## config.mk

```make
export PLATFORM = sky130hd
export DESIGN_NAME = rgb_to_hsv_converter
export DESIGN_NICKNAME = d
export VERILOG_FILES = /design/src/rtl/rhc_pkg.sv /design/src/rtl/rhc_prep.sv /design/src/rtl/rhc_div_cell.sv /design/src/rtl/rhc_out.sv /design/src/rtl/rgb_to_hsv_converter.sv
export SDC_FILE = /design/constraint.sdc
export NUM_CORES = 2
export LEC_CHECK = 0
export BUFFER_PORTS_ARGS = -buffer_cell sky130_fd_sc_hd__buf_2
export CORE_ASPECT_RATIO = 0.9
export CORE_MARGIN = 2
export CORE_UTILIZATION = 55
export DETAILED_ROUTE_END_ITERATION = 7
export GPL_TIMING_DRIVEN = 0
export HOLD_SLACK_MARGIN = 0.1
export PLACE_DENSITY = 0.78
export SYNTH_ARGS = -nofsm -noshare
export SYNTH_HDL_FRONTEND = slang
export SYNTH_SLANG_ARGS = --single-unit
```

## constraint.sdc

```tcl
create_clock -name clk_i -period 62.4 [get_ports clk_i]
set_input_delay 18.72 -clock clk_i [delete_from_list [all_inputs] [get_ports clk_i]]
set_output_delay 18.72 -clock clk_i [all_outputs]
set_load 0.02 [all_outputs]
```

## src/rtl/rhc_pkg.sv

```systemverilog
`default_nettype none

package rhc_pkg;

  // One quotient bit per cell; both quotients stay below 2**DIV_STEPS.
  localparam int unsigned DIV_STEPS = 16;

  localparam logic [14:0] HUE_GREEN = 15'd7680;
  localparam logic [14:0] HUE_BLUE  = 15'd15360;
  localparam logic [14:0] HUE_FULL  = 15'd23040;

  typedef enum logic [1:0] {
    SECTOR_RED,
    SECTOR_GREEN,
    SECTOR_BLUE
  } rhc_sector_e;

  // Restoring division state: remainder, dividend bits still to shift in
  // on the high end of word, quotient bits collected on its low end.
  typedef struct packed {
    logic [7:0]           rem;
    logic [DIV_STEPS-1:0] word;
    logic [7:0]           divisor;
  } rhc_lane_t;

  typedef struct packed {
    rhc_sector_e sector;
    logic        neg;
    logic [7:0]  value;
    logic        ach;
  } rhc_side_t;

  typedef struct packed {
    logic [14:0] hue;
    logic [15:0] sat;
    logic [7:0]  value;
    logic        ach;
  } rhc_result_t;

endpackage

`default_nettype wire

```

## src/rtl/rhc_prep.sv

```systemverilog
`default_nettype none

module rhc_prep (
  input  logic               clk_i,
  input  logic               rst_ni,
  input  logic               en_i,
  input  logic               valid_i,
  input  logic [7:0]         red_i,
  input  logic [7:0]         green_i,
  input  logic [7:0]         blue_i,
  output logic               valid_o,
  output rhc_pkg::rhc_lane_t sat_lane_o,
  output rhc_pkg::rhc_lane_t hue_lane_o,
  output rhc_pkg::rhc_side_t side_o
);
  import rhc_pkg::*;

  logic        valid_q;
  rhc_lane_t   sat_lane_d, sat_lane_q;
  rhc_lane_t   hue_lane_d, hue_lane_q;
  rhc_side_t   side_d, side_q;
  logic [7:0]  mx, mn, delta, plus, minus, mag;
  logic [23:0] sat_num;
  logic [19:0] hue_num;

  always_comb begin
    mx = red_i;
    mn = red_i;
    if (green_i > mx) mx = green_i;
    if (blue_i > mx) mx = blue_i;
    if (green_i < mn) mn = green_i;
    if (blue_i < mn) mn = blue_i;
    delta = mx - mn;

    // red wins ties, then green
    if (red_i >= green_i && red_i >= blue_i) begin
      side_d.sector = SECTOR_RED;
      plus  = green_i;
      minus = blue_i;
    end else if (green_i >= blue_i) begin
      side_d.sector = SECTOR_GREEN;
      plus  = blue_i;
      minus = red_i;
    end else begin
      side_d.sector = SECTOR_BLUE;
      plus  = red_i;
      minus = green_i;
    end
    side_d.neg   = plus < minus;
    mag          = side_d.neg ? (minus - plus) : (plus - minus);
    side_d.value = mx;
    side_d.ach   = (delta == 8'd0);

    // delta * 65535 and mag * 3840 as shifts and subtracts
    sat_num = {delta, 16'd0} - {16'd0, delta};
    hue_num = {mag, 12'd0} - {4'd0, mag, 8'd0};

    sat_lane_d.rem     = sat_num[23:16];
    sat_lane_d.word    = sat_num[15:0];
    sat_lane_d.divisor = mx;
    hue_lane_d.rem     = {4'd0, hue_num[19:16]};
    hue_lane_d.word    = hue_num[15:0];
    hue_lane_d.divisor = delta;
  end

  always_ff @(posedge clk_i or negedge rst_ni) begin
    if (!rst_ni) begin
      valid_q <= 1'b0;
    end else if (en_i) begin
      valid_q <= valid_i;
    end
  end

  always_ff @(posedge clk_i) begin
    if (en_i) begin
      sat_lane_q <= sat_lane_d;
      hue_lane_q <= hue_lane_d;
      side_q     <= side_d;
    end
  end

  assign valid_o    = valid_q;
  assign sat_lane_o = sat_lane_q;
  assign hue_lane_o = hue_lane_q;
  assign side_o     = side_q;

endmodule

`default_nettype wire

```

## src/rtl/rhc_div_cell.sv

```systemverilog
`default_nettype none

module rhc_div_cell (
  input  logic               clk_i,
  input  logic               rst_ni,
  input  logic               en_i,
  input  logic               valid_i,
  input  rhc_pkg::rhc_lane_t sat_lane_i,
  input  rhc_pkg::rhc_lane_t hue_lane_i,
  input  rhc_pkg::rhc_side_t side_i,
  output logic               valid_o,
  output rhc_pkg::rhc_lane_t sat_lane_o,
  output rhc_pkg::rhc_lane_t hue_lane_o,
  output rhc_pkg::rhc_side_t side_o
);
  import rhc_pkg::*;

  logic      valid_q;
  rhc_lane_t sat_lane_d, sat_lane_q;
  rhc_lane_t hue_lane_d, hue_lane_q;
  rhc_side_t side_q;

  function automatic rhc_lane_t div_step(input rhc_lane_t lane);
    rhc_lane_t  res;
    logic [8:0] trial;
    logic       fits;
    trial = {lane.rem, lane.word[DIV_STEPS-1]};
    fits  = trial >= {1'b0, lane.divisor};
    res.divisor = lane.divisor;
    res.rem     = fits ? 8'(trial - {1'b0, lane.divisor}) : trial[7:0];
    res.word    = {lane.word[DIV_STEPS-2:0], fits};
    return res;
  endfunction

  always_comb begin
    sat_lane_d = div_step(sat_lane_i);
    hue_lane_d = div_step(hue_lane_i);
  end

  always_ff @(posedge clk_i or negedge rst_ni) begin
    if (!rst_ni) begin
      valid_q <= 1'b0;
    end else if (en_i) begin
      valid_q <= valid_i;
    end
  end

  always_ff @(posedge clk_i) begin
    if (en_i) begin
      sat_lane_q <= sat_lane_d;
      hue_lane_q <= hue_lane_d;
      side_q     <= side_i;
    end
  end

  assign valid_o    = valid_q;
  assign sat_lane_o = sat_lane_q;
  assign hue_lane_o = hue_lane_q;
  assign side_o     = side_q;

endmodule

`default_nettype wire

```

## src/rtl/rhc_out.sv

```systemverilog
`default_nettype none

module rhc_out (
  input  logic                 clk_i,
  input  logic                 rst_ni,
  input  logic                 valid_i,
  input  rhc_pkg::rhc_lane_t   sat_lane_i,
  input  rhc_pkg::rhc_lane_t   hue_lane_i,
  input  rhc_pkg::rhc_side_t   side_i,
  input  logic                 ready_i,
  output logic                 en_o,
  output logic                 valid_o,
  output rhc_pkg::rhc_result_t result_o
);
  import rhc_pkg::*;

  rhc_result_t res_d;
  rhc_result_t out_q, skid_q;
  logic        out_valid_q, skid_valid_q;
  logic [14:0] quot;
  logic        neg;
  logic        take, push;

  always_comb begin
    quot = {3'd0, hue_lane_i.word[11:0]};
    // a zero quotient carries no sign
    neg  = side_i.neg && (quot != 15'd0);
    case (side_i.sector)
      SECTOR_RED:   res_d.hue = neg ? (HUE_FULL - quot) : quot;
      SECTOR_GREEN: res_d.hue = neg ? (HUE_GREEN - quot) : (HUE_GREEN + quot);
      SECTOR_BLUE:  res_d.hue = neg ? (HUE_BLUE - quot) : (HUE_BLUE + quot);
      default:      res_d.hue = 15'd0;
    endcase
    res_d.sat   = sat_lane_i.word;
    res_d.value = side_i.value;
    res_d.ach   = side_i.ach;
    if (side_i.ach) begin
      res_d.hue = 15'd0;
      res_d.sat = 16'd0;
    end
  end

  assign en_o = !skid_valid_q;
  assign take = out_valid_q && ready_i;
  assign push = en_o && valid_i;

  always_ff @(posedge clk_i or negedge rst_ni) begin
    if (!rst_ni) begin
      out_valid_q  <= 1'b0;
      skid_valid_q <= 1'b0;
    end else if (skid_valid_q) begin
      if (take) skid_valid_q <= 1'b0;
    end else if (push) begin
      if (out_valid_q && !take) skid_valid_q <= 1'b1;
      else out_valid_q <= 1'b1;
    end else if (take) begin
      out_valid_q <= 1'b0;
    end
  end

  always_ff @(posedge clk_i) begin
    if (skid_valid_q) begin
      if (take) out_q <= skid_q;
    end else if (push) begin
      if (out_valid_q && !take) skid_q <= res_d;
      else out_q <= res_d;
    end
  end

  assign valid_o  = out_valid_q;
  assign result_o = out_q;

endmodule

`default_nettype wire

```

## src/rtl/rgb_to_hsv_converter.sv

```systemverilog
`default_nettype none

// Channel   Dir  Bits  Contents
// s_axis    in   24    red, green, blue
// m_axis    out  40    hue, saturation, value; tuser = achromatic flag
//
// The pipeline has one prepare stage, sixteen division cells (one
// quotient bit each for saturation and hue), and the output register.
// One pixel per clock is accepted and delivered while the output drains.
// Reset clears only the valid bits of the stages and of the output pair.
// A stalled output fills a one-entry skid register; only then does the
// whole chain hold and s_axis_tready drop.

module rgb_to_hsv_converter (
  input  logic        clk_i,
  input  logic        rst_ni,
  input  logic        s_axis_tvalid,
  output logic        s_axis_tready,
  input  logic [23:0] s_axis_tdata,   // red_in, green_in, blue_in
  output logic        m_axis_tvalid,
  input  logic        m_axis_tready,
  output logic [39:0] m_axis_tdata,   // hue_out, sat_out, value_out, zero pad
  output logic        m_axis_tuser    // achromatic
);
  import rhc_pkg::*;

  logic        en;
  logic        valid  [DIV_STEPS+1];
  rhc_lane_t   sat_lane [DIV_STEPS+1];
  rhc_lane_t   hue_lane [DIV_STEPS+1];
  rhc_side_t   side   [DIV_STEPS+1];
  rhc_result_t result;

  rhc_prep u_prep (
    .clk_i      (clk_i),
    .rst_ni     (rst_ni),
    .en_i       (en),
    .valid_i    (s_axis_tvalid),
    .red_i      (s_axis_tdata[7:0]),
    .green_i    (s_axis_tdata[15:8]),
    .blue_i     (s_axis_tdata[23:16]),
    .valid_o    (valid[0]),
    .sat_lane_o (sat_lane[0]),
    .hue_lane_o (hue_lane[0]),
    .side_o     (side[0])
  );

  for (genvar i = 0; i < DIV_STEPS; i++) begin : g_cell
    rhc_div_cell u_cell (
      .clk_i      (clk_i),
      .rst_ni     (rst_ni),
      .en_i       (en),
      .valid_i    (valid[i]),
      .sat_lane_i (sat_lane[i]),
      .hue_lane_i (hue_lane[i]),
      .side_i     (side[i]),
      .valid_o    (valid[i+1]),
      .sat_lane_o (sat_lane[i+1]),
      .hue_lane_o (hue_lane[i+1]),
      .side_o     (side[i+1])
    );
  end

  rhc_out u_out (
    .clk_i      (clk_i),
    .rst_ni     (rst_ni),
    .valid_i    (valid[DIV_STEPS]),
    .sat_lane_i (sat_lane[DIV_STEPS]),
    .hue_lane_i (hue_lane[DIV_STEPS]),
    .side_i     (side[DIV_STEPS]),
    .ready_i    (m_axis_tready),
    .en_o       (en),
    .valid_o    (m_axis_tvalid),
    .result_o   (result)
  );

  assign s_axis_tready = en;
  assign m_axis_tdata  = {1'b0, result.value, result.sat, result.hue};
  assign m_axis_tuser  = result.ach;

`ifndef NO_ASSERTIONS
  // the chain only holds while a finished result waits
  a_stall_has_output: assert property (@(posedge clk_i) disable iff (!rst_ni)
    !s_axis_tready |-> m_axis_tvalid) else $error("stall without pending output");

  a_ach_zero: assert property (@(posedge clk_i) disable iff (!rst_ni)
    (m_axis_tvalid && m_axis_tuser) |-> (m_axis_tdata[30:0] == 31'd0))
    else $error("achromatic result with nonzero hue or saturation");

  a_hue_range: assert property (@(posedge clk_i) disable iff (!rst_ni)
    m_axis_tvalid |-> (m_axis_tdata[14:0] < HUE_FULL)) else $error("hue out of range");

  a_black_gray: assert property (@(posedge clk_i) disable iff (!rst_ni)
    (m_axis_tvalid && (m_axis_tdata[38:31] == 8'd0)) |-> m_axis_tuser)
    else $error("black pixel not achromatic");
`endif

endmodule

`default_nettype wire
```

==> run summary <==
Most numerous cell on the critical path: a21oi_1
RSZ-0062 raised after global routing: no
Fmax: 0.0401 GHz
DRC errors left: 0
Number of max-cap violations: 0
CTS tree: yes
Clock Latency Late Sink: 0.67 ns
Period utilisation layout: 39.9%
Die Y-Extent: 286 um
Via density: 5.29
Synth Flop Type: edfxtp_1
Mapped Avg Cell Area: 14.0 sq um
CTS Buf Count: 103
Required time of the critical path: 62.79 ns
Crit path DAT: 25.30 ns
Largest net degree at the start of global routing: 47
Crit Path Category: input pin to flip-flop
DR pass1 iterations: 6
Final WL: 73300 um
CP Launch Type: input pin
Hold buffer count at CTS: 0
Via count: 26000
FFs w/ async S/R, synth: 1.81%
GP Congestion: 0.871
Hpwl dp: 51000 um
Fill count: 6233
Initial antenna violation count: 0
DIE AREA: 0.0908 sq mm
Post-synth EDFFs: 1030
Post-Syn Nets: 3859
Setup_tns: 0 ns
Max clock buf depth: 3
Yosys cell types: 64
Final setup fails: 0
Final net count: 4060
Outcome: finished clean
Grt total ovfl: 0
Minimum clock period: 24.91 ns
Slew HR: 42.6%
Antenna Cells: 0
Initial core utilization: 55.5%
Boundary pin count: 71
Sequential share of the synthesized area: 64.6%
Setup crit end kind: flip-flop
Port bufs: 69
Crit-path max cell delay: 0.50 ns
Clk pin slew, worst setup/hold paths: 0.07 ns
Number of global-route vias before repair: 26900
Area delta synth->final: 11.8%
Clock sink count: 1049
Synth warn: 0
Cell count after synthesis: 3464
Min-Delay Path Class: flip-flop to flip-flop
First-pass GRT wire length: 124000 um
# Post-CTS Setup Buffers: 0
Drt wl/cell: 15.0 um
Remaining antenna violation count: 0
Fin. max-slew vios: 0
CTS resizes: 0
Initial DRC Count: 1282
Synth Cell Area: 0.0486 sq mm
Core ar.: 0.0876 sq mm
Layout Skew: 0.0322 ns
Die width: 317 um
Final Hold Viols: 0
Commonest non-fill, non-tap cell in the layout: edfxtp_1
Layout cells sized above 1: 12.8%
Root Buffer: clkbuf_16
Worst slew pin tran: 0.858 ns
H-tree depth: 3
Max FO, Critical Path: 10
# rows: 103
Overall Global Routing Usage: 16.5%
Synthesis-stage register bit count: 1049
Slowest stage cell, crit path: fa_1
Commonest non-fill, non-tap cells in the layout: 1030 x edfxtp_1, 442 x inv_1, 334 x ha_1, 295 x nor2_1, 213 x mux2_2
## final timing paths
check	depth (start not counted)	from	slack [ns]	endpoint
worst max-delay path	28	s_axis_tdata[7]	37.49	u_prep.sat_lane_o[31]
worst min-delay path	0	g_cell[6].u_cell.hue_lane_o[8]	0.38	g_cell[7].u_cell.hue_lane_o[9]
worst max register to register	12	u_out.skid_valid_q	58.18	g_cell[1].u_cell.hue_lane_o[25]
worst min register to register	0	g_cell[6].u_cell.hue_lane_o[8]	0.38	g_cell[7].u_cell.hue_lane_o[9]
max in group asynchronous	1	rst_ni	44.07	u_prep.valid_o
min in group asynchronous	1	rst_ni	18.00	g_cell[15].u_cell.valid_o
## worst max-delay path: cells and delay by family
kind / cells / cell delay, ns
xor gates and xnor gates: 2 / 0.31
AOI/OAI and AO/OA: 11 / 2.23
buffers and inverters: 5 / 1.18
and+or+nand+nor: 6 / 1.51
adders and majority gates: 4 / 1.34
## per-stage QoR
step                      util, %  hold WS [ns]  std cells  setup slack [ns]  area (sq um)
after CTS                    62.0         0.386       4905             37.61         54400
after global placement       57.5         0.400       4688              5.06         50400
after detailed placement     58.2         0.405       4715             36.95         51000
after floorplan                 -         0.400       3464             17.21         48600
final                        62.0         0.383       4905             37.49         54400
after global routing         62.0         0.398       4905             36.85         54400
## area by class of cell
type,count,area [sq um],share of cell area [%]
well taps,1155,1450,2.66
clock buffers,125,2680,4.93
multi-input cells,1944,15400,28.4
inverters,443,1660,3.06
repair buffers,96,886,1.63
clock inverters,65,709,1.31
flip-flops and latches,1049,31400,57.8
plain buffers,28,125,0.230
## cells by family (layout without fill, tap and decap cells)
family	count (synthesis)	count (layout)	share of synthesized area, %
flip-flops	1049	1049	64.6
XOR/XNOR	127	127	2.33
AO/OA/AOI/OAI	492	492	6.39
multiplexers	303	303	6.81
buffers and inverters	471	757	3.67
adder cells (fa/ha/maj)	367	367	9.95
other	1	1	0.00771
AND/OR/NAND/NOR	654	654	6.25
## sequential cells by signal, summed over array words and instances, names as in the netlist
signal / count
u_prep.hue_lane_o: 20
g_cell.u_cell.hue_lane_o: 346
g_cell.u_cell.side_o: 80
u_prep.sat_lane_o: 30
u_out.skid_valid_q: 1
u_out.valid_o: 1
g_cell.u_cell.valid_o: 16
u_out.result_o: 40
u_prep.valid_o: 1
u_prep.side_o: 4
u_out.skid_q: 40
g_cell.u_cell.sat_lane_o: 470
## synthesized netlist by cell type (3+ instances only)
library cell | n | area (sq um)
edfxtp_1 | 1030 | 30900
o211ai_1 | 3 | 22.5
nand3_1 | 21 | 105
o21bai_1 | 5 | 37.5
xor2_1 | 42 | 368
o31ai_1 | 17 | 128
o21ai_0 | 179 | 896
a311oi_1 | 30 | 263
o21a_1 | 8 | 60.1
a31oi_1 | 4 | 25.0
mux2_2 | 213 | 2400
nor2_1 | 295 | 1110
nor2b_1 | 92 | 576
inv_1 | 442 | 1660
and3_1 | 4 | 25.0
dfrtp_1 | 19 | 475
a21boi_0 | 89 | 668
or3_1 | 4 | 25.0
mux2i_1 | 89 | 891
nor4_1 | 3 | 18.8
clkbuf_1 | 21 | 78.8
a21o_1 | 45 | 338
fa_1 | 33 | 661
nand2_1 | 118 | 443
buf_1 | 4 | 15.0
nand2b_1 | 38 | 238
a21oi_1 | 82 | 410
a211oi_1 | 7 | 52.6
or2_2 | 3 | 18.8
nand4_1 | 56 | 350
xnor2_1 | 84 | 736
nor3_1 | 10 | 50.1
ha_1 | 334 | 4180
## layer usage
| metal | GRT usage, % | routed length (um) | up-vias |
|---|---|---|---|
| met5 | 0 | 0 | - |
| met4 | 5.48 | 2190 | 0 |
| met3 | 2.75 | 2440 | 168 |
| met2 | 31.6 | 39100 | 427 |
| met1 | 18.5 | 29700 | 12400 |
| li1 | - | - | 13000 |
Power is not shown: default switching activity piles up to over one toggle a cycle in this logic, so the estimate is an artifact.
